$ cat src/hw/rtl/spfd_pkg.sv
// Package for the sparse pixel frame decoder: field widths, decode constants,
// queue sizing and the command type shared by front, queue, back and top.
// No dependencies.
package spfd_pkg;

    localparam int WORD_W    = 16;
    localparam int LEFT_W    = 17;
    localparam int NSTATE_W  = 4;
    localparam int ROW_W     = 11;
    localparam int COL_W     = 11;
    localparam int PIX_COL_W = 12;
    localparam int RUN_W     = 2;

    // Header word: row in [14:4], state count in [3:0].
    localparam int HDR_NS_LSB  = 0;
    localparam int HDR_ROW_LSB = 4;
    // State word: start column in [12:2], run length minus one in [1:0].
    localparam int ST_RUN_LSB  = 0;
    localparam int ST_COL_LSB  = 2;

    // Pivot position wraps at 9216 = 9 << 10; the offset is added first.
    localparam int PIVOT_OFFSET = 64;
    localparam int PIVOT_KB_SH  = 10;
    localparam int PIVOT_SPAN   = 9 << PIVOT_KB_SH;
    // floor(x / 9) for x <= 64 is (x * 57) >> 9.
    localparam int PIVOT_RECIP    = 57;
    localparam int PIVOT_RECIP_SH = 9;
    localparam int PIVOT_ROW_SH   = 4;

    // Command queue between front and back.
    localparam int QDEPTH = 4;
    localparam int QPTR_W = $clog2(QDEPTH);
    localparam int QCNT_W = $clog2(QDEPTH + 1);

    typedef struct packed {
        logic [COL_W-1:0] col;
        logic [RUN_W-1:0] run_m1;
        logic [ROW_W-1:0] row;
        logic             after_pivot;
        logic             frame;
    } t_hit_cmd;

endpackage

$ cat src/hw/rtl/spfd_if.sv
// Handshake interfaces for the decoder: input half-word channel and pixel
// output channel. Depends on spfd_pkg.
interface spfd_word_if;
    logic                        valid;
    logic                        ready;
    logic [spfd_pkg::WORD_W-1:0] data_word;
    logic [spfd_pkg::LEFT_W-1:0] words_left;
    logic                        frame_index;
    logic [spfd_pkg::WORD_W-1:0] pivot_raw;

    modport source (output valid, data_word, words_left, frame_index, pivot_raw,
                    input ready);
    modport sink   (input valid, data_word, words_left, frame_index, pivot_raw,
                    output ready);
endinterface

interface spfd_pixel_if;
    logic                           valid;
    logic                           ready;
    logic [spfd_pkg::PIX_COL_W-1:0] pixel_column;
    logic [spfd_pkg::ROW_W-1:0]     pixel_row;
    logic                           after_pivot;
    logic                           hit_frame;
    logic                           last_of_run;

    modport source (output valid, pixel_column, pixel_row, after_pivot, hit_frame,
                    last_of_run, input ready);
    modport sink   (input valid, pixel_column, pixel_row, after_pivot, hit_frame,
                    last_of_run, output ready);
endinterface

$ cat src/hw/rtl/spfd_front.sv
// Front end: accepts half-words, tracks line and frame state, and pushes one
// command per state word into the queue. Depends on spfd_pkg, spfd_if.
module spfd_front (
    input  logic                i_clk,
    input  logic                i_rst_n,
    spfd_word_if.sink           i_word,
    output logic                o_push,
    output spfd_pkg::t_hit_cmd  o_cmd,
    input  logic                i_full
);

    logic                              r_expect, n_expect;
    logic [spfd_pkg::NSTATE_W-1:0]     r_states_left, n_states_left;
    logic [spfd_pkg::ROW_W-1:0]        r_line_row, n_line_row;
    logic                              r_line_ap, n_line_ap;
    logic                              r_dropping, n_dropping;

    logic                              accept;
    logic                              last_word;
    logic [spfd_pkg::NSTATE_W-1:0]     hdr_ns;
    logic [spfd_pkg::ROW_W-1:0]        hdr_row;
    logic                              too_short;

    // pivot row = ((raw + 64) mod 9216) / 16
    logic [spfd_pkg::LEFT_W-1:0]       piv_sum;
    logic [6:0]                        piv_kb;
    logic [11:0]                       piv_qprod;
    logic [2:0]                        piv_q;
    logic [spfd_pkg::LEFT_W-1:0]       piv_wrap;
    logic [spfd_pkg::LEFT_W-1:0]       piv_pos;
    logic [spfd_pkg::ROW_W-1:0]        piv_row;
    logic                              hdr_ap;

    assign i_word.ready = !i_full;
    assign accept       = i_word.valid && !i_full;
    assign last_word    = i_word.words_left <= spfd_pkg::LEFT_W'(1);

    assign hdr_ns  = i_word.data_word[spfd_pkg::HDR_NS_LSB +: spfd_pkg::NSTATE_W];
    assign hdr_row = i_word.data_word[spfd_pkg::HDR_ROW_LSB +: spfd_pkg::ROW_W];
    assign too_short = ({{(spfd_pkg::LEFT_W-spfd_pkg::NSTATE_W){1'b0}}, hdr_ns}
                        + spfd_pkg::LEFT_W'(1)) > i_word.words_left;

    assign piv_sum   = {1'b0, i_word.pivot_raw} + spfd_pkg::LEFT_W'(spfd_pkg::PIVOT_OFFSET);
    assign piv_kb    = piv_sum[spfd_pkg::LEFT_W-1:spfd_pkg::PIVOT_KB_SH];
    assign piv_qprod = 12'(piv_kb * 12'(spfd_pkg::PIVOT_RECIP));
    assign piv_q     = piv_qprod[spfd_pkg::PIVOT_RECIP_SH +: 3];
    assign piv_wrap  = spfd_pkg::LEFT_W'(piv_q * spfd_pkg::LEFT_W'(spfd_pkg::PIVOT_SPAN));
    assign piv_pos   = piv_sum - piv_wrap;
    assign piv_row   = piv_pos[spfd_pkg::PIVOT_ROW_SH +: spfd_pkg::ROW_W];
    assign hdr_ap    = hdr_row >= piv_row;

    always_comb begin
        n_expect      = r_expect;
        n_states_left = r_states_left;
        n_line_row    = r_line_row;
        n_line_ap     = r_line_ap;
        n_dropping    = r_dropping;
        if (accept) begin
            priority if (r_dropping) begin
                // rest of frame discarded
            end else if (r_expect) begin
                n_states_left = r_states_left - spfd_pkg::NSTATE_W'(1);
                if (r_states_left == spfd_pkg::NSTATE_W'(1)) begin
                    n_expect = 1'b0;
                end
            end else if (!last_word) begin
                if (too_short) begin
                    n_dropping = 1'b1;
                end else begin
                    n_line_row = hdr_row;
                    n_line_ap  = hdr_ap;
                    if (hdr_ns != '0) begin
                        n_expect      = 1'b1;
                        n_states_left = hdr_ns;
                    end
                end
            end
            if (last_word) begin
                n_dropping    = 1'b0;
                n_expect      = 1'b0;
                n_states_left = '0;
            end
        end
    end

    always_ff @(posedge i_clk) begin
        if (!i_rst_n) begin
            r_expect      <= 1'b0;
            r_states_left <= '0;
            r_line_row    <= '0;
            r_line_ap     <= 1'b0;
            r_dropping    <= 1'b0;
        end else begin
            r_expect      <= n_expect;
            r_states_left <= n_states_left;
            r_line_row    <= n_line_row;
            r_line_ap     <= n_line_ap;
            r_dropping    <= n_dropping;
        end
    end

    assign o_push            = accept && !r_dropping && r_expect;
    assign o_cmd.col         = i_word.data_word[spfd_pkg::ST_COL_LSB +: spfd_pkg::COL_W];
    assign o_cmd.run_m1      = i_word.data_word[spfd_pkg::ST_RUN_LSB +: spfd_pkg::RUN_W];
    assign o_cmd.row         = r_line_row;
    assign o_cmd.after_pivot = r_line_ap;
    assign o_cmd.frame       = i_word.frame_index;

endmodule

$ cat src/hw/rtl/spfd_queue.sv
// Short command queue between front and back, register file with one write
// and one read port. Depends on spfd_pkg.
module spfd_queue (
    input  logic                i_clk,
    input  logic                i_rst_n,
    input  logic                i_push,
    input  spfd_pkg::t_hit_cmd  i_cmd,
    output logic                o_full,
    input  logic                i_pop,
    output spfd_pkg::t_hit_cmd  o_head,
    output logic                o_empty
);

    spfd_pkg::t_hit_cmd              r_mem [spfd_pkg::QDEPTH];
    logic [spfd_pkg::QPTR_W-1:0]     r_wptr, n_wptr;
    logic [spfd_pkg::QPTR_W-1:0]     r_rptr, n_rptr;
    logic [spfd_pkg::QCNT_W-1:0]     r_count, n_count;

    assign o_full  = r_count == spfd_pkg::QCNT_W'(spfd_pkg::QDEPTH);
    assign o_empty = r_count == '0;
    assign o_head  = r_mem[r_rptr];

    always_comb begin
        n_wptr  = i_push ? r_wptr + spfd_pkg::QPTR_W'(1) : r_wptr;
        n_rptr  = i_pop  ? r_rptr + spfd_pkg::QPTR_W'(1) : r_rptr;
        n_count = r_count;
        unique case ({i_push, i_pop})
            2'b10:   n_count = r_count + spfd_pkg::QCNT_W'(1);
            2'b01:   n_count = r_count - spfd_pkg::QCNT_W'(1);
            default: n_count = r_count;
        endcase
    end

    always_ff @(posedge i_clk) begin
        if (!i_rst_n) begin
            r_wptr  <= '0;
            r_rptr  <= '0;
            r_count <= '0;
        end else begin
            r_wptr  <= n_wptr;
            r_rptr  <= n_rptr;
            r_count <= n_count;
        end
    end

    always_ff @(posedge i_clk) begin
        if (i_push) begin
            r_mem[r_wptr] <= i_cmd;
        end
    end

    a_no_overflow: assert property (@(posedge i_clk) disable iff (!i_rst_n)
        !(i_push && o_full && !i_pop))
        else $error("queue push while full");
    a_no_underflow: assert property (@(posedge i_clk) disable iff (!i_rst_n)
        !(i_pop && o_empty))
        else $error("queue pop while empty");
    a_count_up: assert property (@(posedge i_clk) disable iff (!i_rst_n)
        (i_push && !i_pop) |=> (r_count == $past(r_count) + spfd_pkg::QCNT_W'(1)))
        else $error("queue count did not follow push");

endmodule

$ cat src/hw/rtl/spfd_back.sv
// Back end: expands each queued state-word command into 1..4 pixels, one per
// cycle unless the output stalls, into a registered output stage. Depends on spfd_pkg, spfd_if.
module spfd_back (
    input  logic                i_clk,
    input  logic                i_rst_n,
    input  logic                i_empty,
    input  spfd_pkg::t_hit_cmd  i_head,
    output logic                o_pop,
    spfd_pixel_if.source        o_pixel
);

    logic [spfd_pkg::RUN_W-1:0]      r_off, n_off;
    logic                            r_valid, n_valid;
    logic [spfd_pkg::PIX_COL_W-1:0]  r_col;
    logic [spfd_pkg::ROW_W-1:0]      r_row;
    logic                            r_ap;
    logic                            r_frame;
    logic                            r_last;

    logic                            slot_free;
    logic                            emit;
    logic                            run_end;

    assign slot_free = !r_valid || o_pixel.ready;
    assign emit      = slot_free && !i_empty;
    assign run_end   = r_off == i_head.run_m1;
    assign o_pop     = emit && run_end;

    always_comb begin
        n_off   = r_off;
        n_valid = r_valid;
        if (emit) begin
            n_off   = run_end ? '0 : r_off + spfd_pkg::RUN_W'(1);
            n_valid = 1'b1;
        end else if (o_pixel.ready) begin
            n_valid = 1'b0;
        end
    end

    always_ff @(posedge i_clk) begin
        if (!i_rst_n) begin
            r_off   <= '0;
            r_valid <= 1'b0;
        end else begin
            r_off   <= n_off;
            r_valid <= n_valid;
        end
    end

    always_ff @(posedge i_clk) begin
        if (emit) begin
            r_col   <= {1'b0, i_head.col}
                       + {{(spfd_pkg::PIX_COL_W-spfd_pkg::RUN_W){1'b0}}, r_off};
            r_row   <= i_head.row;
            r_ap    <= i_head.after_pivot;
            r_frame <= i_head.frame;
            r_last  <= run_end;
        end
    end

    assign o_pixel.valid        = r_valid;
    assign o_pixel.pixel_column = r_col;
    assign o_pixel.pixel_row    = r_row;
    assign o_pixel.after_pivot  = r_ap;
    assign o_pixel.hit_frame    = r_frame;
    assign o_pixel.last_of_run  = r_last;

    a_off_in_run: assert property (@(posedge i_clk) disable iff (!i_rst_n)
        !i_empty |-> (r_off <= i_head.run_m1))
        else $error("run offset past run length");
    a_pop_marks_last: assert property (@(posedge i_clk) disable iff (!i_rst_n)
        o_pop |=> (o_pixel.valid && o_pixel.last_of_run))
        else $error("popped command without last pixel");
    a_hold_on_stall: assert property (@(posedge i_clk) disable iff (!i_rst_n)
        (o_pixel.valid && !o_pixel.ready)
        |=> (o_pixel.valid && $stable(o_pixel.pixel_column)))
        else $error("output word changed while stalled");

endmodule

$ cat src/hw/rtl/sparse_pixel_frame_decoder_unit.sv
// Top level of the sparse pixel frame decoder: front end, command queue and
// pixel expander. Depends on spfd_pkg, spfd_if, spfd_front, spfd_queue, spfd_back.
//
//  channel   dir  modport  payload
//  i_word    in   sink     data_word[15:0] words_left[16:0] frame_index pivot_raw[15:0]
//  o_pixel   out  source   pixel_column[11:0] pixel_row[10:0] after_pivot hit_frame
//                          last_of_run
//
// The front takes one half-word per cycle while the command queue has room;
// headers and dropped words end there. Each state word becomes a queue
// command that the back expands at one pixel per cycle while the output is
// not stalled, so the pixel output sets the sustained rate. A state word is
// written into the queue, then its pixels are registered in the output stage.
// Synchronous active-low reset clears line state, queue and output valid. An
// output stall backs up through the 4-entry queue to i_word.ready.
module sparse_pixel_frame_decoder_unit (
    input  logic           i_clk,
    input  logic           i_rst_n,
    spfd_word_if.sink      i_word,
    spfd_pixel_if.source   o_pixel
);

    // front -> queue
    logic                push;
    spfd_pkg::t_hit_cmd  push_cmd;
    logic                q_full;
    // queue -> back
    logic                pop;
    spfd_pkg::t_hit_cmd  head_cmd;
    logic                q_empty;

    spfd_front u_front (
        .i_clk   (i_clk),
        .i_rst_n (i_rst_n),
        .i_word  (i_word),
        .o_push  (push),
        .o_cmd   (push_cmd),
        .i_full  (q_full)
    );

    spfd_queue u_queue (
        .i_clk   (i_clk),
        .i_rst_n (i_rst_n),
        .i_push  (push),
        .i_cmd   (push_cmd),
        .o_full  (q_full),
        .i_pop   (pop),
        .o_head  (head_cmd),
        .o_empty (q_empty)
    );

    spfd_back u_back (
        .i_clk   (i_clk),
        .i_rst_n (i_rst_n),
        .i_empty (q_empty),
        .i_head  (head_cmd),
        .o_pop   (pop),
        .o_pixel (o_pixel)
    );

endmodule

$ cat src/flat_wrapper.sv
// flat-port wrapper written by rule: the top's interface ports become plain ports
module sparse_pixel_frame_decoder_unit_flat 
  (i_clk, i_rst_n, i_word_valid, i_word_data_word, i_word_words_left, i_word_frame_index, i_word_pivot_raw, i_word_ready, o_pixel_valid, o_pixel_pixel_column, o_pixel_pixel_row, o_pixel_after_pivot, o_pixel_hit_frame, o_pixel_last_of_run, o_pixel_ready);
  spfd_word_if i_word_i ();
  spfd_pixel_if o_pixel_i ();
  input  logic i_clk;
  input  logic i_rst_n;
  input wire logic [$bits(i_word_i.valid)-1:0] i_word_valid;
  input wire logic [$bits(i_word_i.data_word)-1:0] i_word_data_word;
  input wire logic [$bits(i_word_i.words_left)-1:0] i_word_words_left;
  input wire logic [$bits(i_word_i.frame_index)-1:0] i_word_frame_index;
  input wire logic [$bits(i_word_i.pivot_raw)-1:0] i_word_pivot_raw;
  output wire logic [$bits(i_word_i.ready)-1:0] i_word_ready;
  output wire logic [$bits(o_pixel_i.valid)-1:0] o_pixel_valid;
  output wire logic [$bits(o_pixel_i.pixel_column)-1:0] o_pixel_pixel_column;
  output wire logic [$bits(o_pixel_i.pixel_row)-1:0] o_pixel_pixel_row;
  output wire logic [$bits(o_pixel_i.after_pivot)-1:0] o_pixel_after_pivot;
  output wire logic [$bits(o_pixel_i.hit_frame)-1:0] o_pixel_hit_frame;
  output wire logic [$bits(o_pixel_i.last_of_run)-1:0] o_pixel_last_of_run;
  input wire logic [$bits(o_pixel_i.ready)-1:0] o_pixel_ready;
  assign i_word_i.valid = i_word_valid;
  assign i_word_i.data_word = i_word_data_word;
  assign i_word_i.words_left = i_word_words_left;
  assign i_word_i.frame_index = i_word_frame_index;
  assign i_word_i.pivot_raw = i_word_pivot_raw;
  assign i_word_ready = i_word_i.ready;
  assign o_pixel_valid = o_pixel_i.valid;
  assign o_pixel_pixel_column = o_pixel_i.pixel_column;
  assign o_pixel_pixel_row = o_pixel_i.pixel_row;
  assign o_pixel_after_pivot = o_pixel_i.after_pivot;
  assign o_pixel_hit_frame = o_pixel_i.hit_frame;
  assign o_pixel_last_of_run = o_pixel_i.last_of_run;
  assign o_pixel_i.ready = o_pixel_ready;
  sparse_pixel_frame_decoder_unit u_core (.i_clk(i_clk), .i_rst_n(i_rst_n), .i_word(i_word_i), .o_pixel(o_pixel_i));
endmodule
$ cat config.mk
export PLATFORM = sky130hd
export DESIGN_NAME = sparse_pixel_frame_decoder_unit_flat
export DESIGN_NICKNAME = d
export VERILOG_FILES = /design/src/hw/rtl/spfd_pkg.sv /design/src/hw/rtl/spfd_if.sv /design/src/hw/rtl/spfd_front.sv /design/src/hw/rtl/spfd_queue.sv /design/src/hw/rtl/spfd_back.sv /design/src/hw/rtl/sparse_pixel_frame_decoder_unit.sv /design/src/flat_wrapper.sv
export SDC_FILE = /design/constraint.sdc
export NUM_CORES = 1
export LEC_CHECK = 0
export BUFFER_PORTS_ARGS = -buffer_cell sky130_fd_sc_hd__clkbuf_2
export CAP_MARGIN = 10
export CORE_UTILIZATION = 40
export DETAILED_ROUTE_END_ITERATION = 16
export PLACE_DENSITY = 0.58
export SLEW_MARGIN = 0
export SYNTH_ARGS = -nofsm -noshare
export SYNTH_HDL_FRONTEND = slang
export SYNTH_SLANG_ARGS = --single-unit
$ cat constraint.sdc
create_clock -name i_clk -period 6.6 [get_ports i_clk]
set_input_delay 0.33 -clock i_clk [delete_from_list [all_inputs] [get_ports i_clk]]
set_output_delay 0.33 -clock i_clk [all_outputs]
set_load 0.02 [all_outputs]
==> insert_results.sql <==
INSERT INTO impl_metrics (metric_group, metric, value, unit) VALUES
('status', 'status', 'finished clean', ''),
('critical_path', 'worstSetupEndpointType', 'register', ''),
('critical_path', 'slack_of_the_worst_reg_to_reg_path', '3.42', 'ns'),
('worst_hold_path', 'hold-path-cell-count', '1', ''),
('clocking', 'cts.sinks', '160', ''),
('clocking', 'clock_insertion_delay_worst_skew', '0.43', 'ns'),
('finish', 'num-nets-final', '717', ''),
('sta', 'timing.final.ws_setup', '0.842', 'ns'),
('placement', 'placed_cell_area', '0.00830', 'mm2'),
('sta', 'maxClockFrequency', '174', 'MHz'),
('sta', 'clock-skew-final', '0.00975', 'ns'),
('route', 'drc', '0', ''),
('sta', 'tightest_pin_transition', '0.771', 'ns'),
('critical_path', 'critical_path_arrival', '6.05', 'ns'),
('placement', 'routabilityCongestion', '0.747', ''),
('placement', 'preCtsSetupSlack', '0.472', 'ns'),
('global_routing', 'grt_antenna_before_repair', '0', ''),
('worst_hold_path', 'timing.hold.worst_endpoint', 'u_core.u_queue.r_mem[2][0]$_DFFE_PP_', ''),
('synthesis', 'synth-async-reset-ratio', '0', '%'),
('synthesis', 'simple_gate_share_of_the_synthesized_area', '8.52', '%'),
('route', 'via_per_inst', '5.18', ''),
('critical_path', 'critical_path_peak_fanout', '5', ''),
('synthesis', 'synth-seq-area-share', '59.1', '%'),
('clocking', 'cts_root_buffer', 'clkbuf_16', ''),
('clocking', 'tritoncts.num_buffers', '17', ''),
('placement', 'place.port_buffers', '76', ''),
('global_routing', 'grt_first_pass_wirelength', '23500', 'um'),
('sta', 'finalCritPeriodShare', '87.2', '%'),
('synthesis', 'yosys_warning_count', '0', ''),
('route', 'dr.pass1.iters', '4', ''),
('route', 'wl_per_cell', '17.0', 'um'),
('sta', 'rsz0062_at_grt', 'no', ''),
('route', 'antenna_left', '0', ''),
('die', 'fp.dieArea', '0.0196', 'mm2'),
('global_routing', 'grt_start_max_net_pins', '35', ''),
('global_routing', 'first_global_vias', '4505', ''),
('power', 'total_leakage_power', '3.41', 'nW'),
('critical_path', 'criticalPathCategory', 'input pin to register', ''),
('synthesis', 'synthDistinctLibCells', '58', ''),
('power', 'cellPowerDensity', '298', 'mW/mm2'),
('sta', 'max-slew-margin-rel', '48.6', '%'),
('worst_hold_path', 'hold_path.class', 'input pin to register', ''),
('clocking', 'cts_clk_pin_slew_worst_paths', '0.06', 'ns'),
('power', 'vdd_ir_drop_max', '0.000145', 'V'),
('synthesis', 'combinational_family_with_the_most_area_after_synthesis', 'adder cells', ''),
('synthesis', 'syn-mean-instance-area', '14.7', 'um2'),
('die', 'placeableCoreArea', '0.0187', 'mm2'),
('placement', 'dp_hpwl', '9690', 'um'),
('synthesis', 'syn_nets', '630', ''),
('clocking', 'tritoncts_clock_tree', 'built', ''),
('sta', 'hold_violation_total_from_the_final_report', '0', ''),
('die', 'io_pins', '82', ''),
('global_routing', 'grt_use_total', '15.9', '%'),
('sta', 'drv_slew', '0', ''),
('synthesis', 'synthesized_area_fraction_occupied_by_ao_oa_aoi_and_oai_cells', '4.59', '%'),
('synthesis', 'synth-xor-area-share', '4.69', '%'),
('synthesis', 'synthesis.area', '0.00762', 'mm2'),
('clocking', 'cts_setup_buffers', '0', ''),
('critical_path', 'timing.critical_path.slowest_cell_delay', '0.63', 'ns'),
('synthesis', 'multiplexer_area_fraction_after_synthesis', '9.98', '%'),
('finish', 'finish.instance_area', '0.00888', 'mm2'),
('sta', 'totalNegativeSetupSlack', '0', 'ns'),
('critical_path', 'crit_path_frequent_cell', 'ha_1', ''),
('synthesis', 'synth_enable_flop_cells', '130', ''),
('critical_path', 'startpoint_type', 'input pin', ''),
('synthesis', 'postSynthRegisterBits', '160', ''),
('die', 'floorplan.die.height', '140', 'um'),
('clocking', 'cts_resized', '0', ''),
('finish', 'area.growth.synth_to_final', '16.5', '%'),
('sta', 'setup-violations-final', '0', ''),
('route', 'via_count', '4411', '');
==> sequential cells by signal, summed over array words and instances, names as in the netlist, named ones only <==
name and count:
u_core.u_queue.r_mem 104, u_core.u_back.o_pixel.pixel_column 12, u_core.u_back.o_pixel.pixel_row 11, u_core.u_front.r_line_row 11, u_core.u_front.r_states_left 4, u_core.u_queue.r_count 3, u_core.u_back.r_off 2, u_core.u_queue.r_rptr 2
u_core.u_queue.r_wptr 2, u_core.u_back.o_pixel.after_pivot 1, u_core.u_back.o_pixel.hit_frame 1, u_core.u_back.o_pixel.last_of_run 1, u_core.u_back.o_pixel.valid 1, u_core.u_front.r_dropping 1, u_core.u_front.r_expect 1, u_core.u_front.r_line_ap 1
==> routing by layer <==
metal / vias to the layer above / share of wire [%] / GRT usage (%)
met3: 22 / 3.8 / 3.28
met4: 0 / 2.0 / 7.06
met1: 2184 / 45 / 19.8
li1: 2117 / - / -
met2: 88 / 49 / 26.8
met5: - / 0 / 0
==> synthesized netlist by cell type (2+ instances only) <==
cell type / n / area, um2
nand2_1: 17 / 63.8
o21ai_0: 4 / 20.0
and3_1: 11 / 68.8
or3_1: 2 / 12.5
nand2b_1: 2 / 12.5
buf_2: 4 / 20.0
edfxtp_1: 130 / 3900
ha_1: 52 / 651
a2111oi_0: 2 / 17.5
a221oi_1: 2 / 17.5
o21a_1: 4 / 30.0
nor2b_1: 17 / 106
mux4_2: 26 / 586
nand4b_1: 2 / 17.5
o21ai_1: 4 / 20.0
nand3_1: 17 / 85.1
o21bai_1: 3 / 22.5
clkbuf_1: 8 / 30.0
xor2_1: 15 / 131
a21o_1: 6 / 45.0
nor3_1: 3 / 15.0
or2_1: 2 / 12.5
dfxtp_1: 30 / 601
mux2i_1: 16 / 160
inv_1: 35 / 131
nor4_1: 3 / 18.8
inv_2: 3 / 11.3
and4_1: 3 / 26.3
a21boi_0: 2 / 15.0
a21oi_1: 9 / 45.0
xnor2_1: 24 / 210
nor2_1: 13 / 48.8
fa_1: 7 / 140
and2_1: 8 / 50.1
buf_1: 2 / 7.51
nand4_1: 5 / 31.3
o2111ai_1: 3 / 26.3
==> through the flow <==
stage	instances	total power [mW]	utilization, %
final	851	2.64	47.5
after global placement	819	1.71	44.4
after detailed placement	819	1.72	44.4
after CTS	851	2.67	47.5
after global routing	851	2.77	47.5
after floorplan	517	1.58	-
==> report_power, final <==
| part | switching (mW) | internal, mW | total [mW] |
|---|---|---|---|
| clock network | 0.419 | 0.530 | 0.949 |
| registers | 0.0262 | 1.16 | 1.18 |
| logic | 0.280 | 0.229 | 0.510 |
==> area by class of cell <==
class / instances / area [um2]
Fill cell: 1624 / 9820
Clock buffer: 17 / 425
Tap cell: 234 / 293
Clock inverter: 15 / 153
Sequential cell: 160 / 4510
Multi-Input combinational cell: 304 / 2930
Timing Repair Buffer: 83 / 433
Inverter: 38 / 143
==> worst max-delay path, delay by kind of cell <==
family,cells,cell delay [ns]
buffers and inverters,4,0.39
AOI/OAI and AO/OA,8,2.11
xor gates and xnor gates,3,0.57
and+or+nand+nor,4,0.71
adders and majority gates,6,1.92
==> how the worst max path moves through the flow <==
stage / end / from / depth (start not counted)
floorplan: u_core.u_front.r_line_ap$_SDFFE_PN0P_ / i_word_pivot_raw[6] / 24
global placement: u_core.u_front.r_line_ap$_SDFFE_PN0P_ / i_word_pivot_raw[10] / 25
detailed placement: u_core.u_front.r_line_ap$_SDFFE_PN0P_ / i_word_pivot_raw[10] / 25
CTS: u_core.u_front.r_line_ap$_SDFFE_PN0P_ / i_word_pivot_raw[10] / 25
global route: u_core.u_front.r_line_ap$_SDFFE_PN0P_ / i_word_pivot_raw[10] / 25
finish: u_core.u_front.r_line_ap$_SDFFE_PN0P_ / i_word_pivot_raw[8] / 25
==> cells by family after synthesis <==
group,count (synthesis)
buffers and inverters,53
xor gates and xnor gates,40
DFF,160
adders and majority gates,59
AOI/OAI and AO/OA,49
and+or+nand+nor,113
muxes,43
==> layout by cell type, fill, tap and decap left out, types with 7 or more instances in the layout <==
cell type | netlist | routed
a21oi_1 | 9 | 9
and2_1 | 8 | 8
and3_1 | 11 | 7
buf_4 | 0 | 7
clkbuf_16 | 0 | 17
clkbuf_2 | 0 | 76
dfxtp_1 | 30 | 29
edfxtp_1 | 130 | 130
fa_1 | 7 | 7
ha_1 | 52 | 52
inv_1 | 35 | 35
inv_6 | 0 | 7
mux2i_1 | 16 | 16
mux4_2 | 26 | 26
nand2_1 | 17 | 17
nand3_1 | 17 | 17
nor2_1 | 13 | 13
nor2b_1 | 17 | 17
xnor2_1 | 24 | 24
xor2_1 | 15 | 15
(Power assumes the default switching activity.)
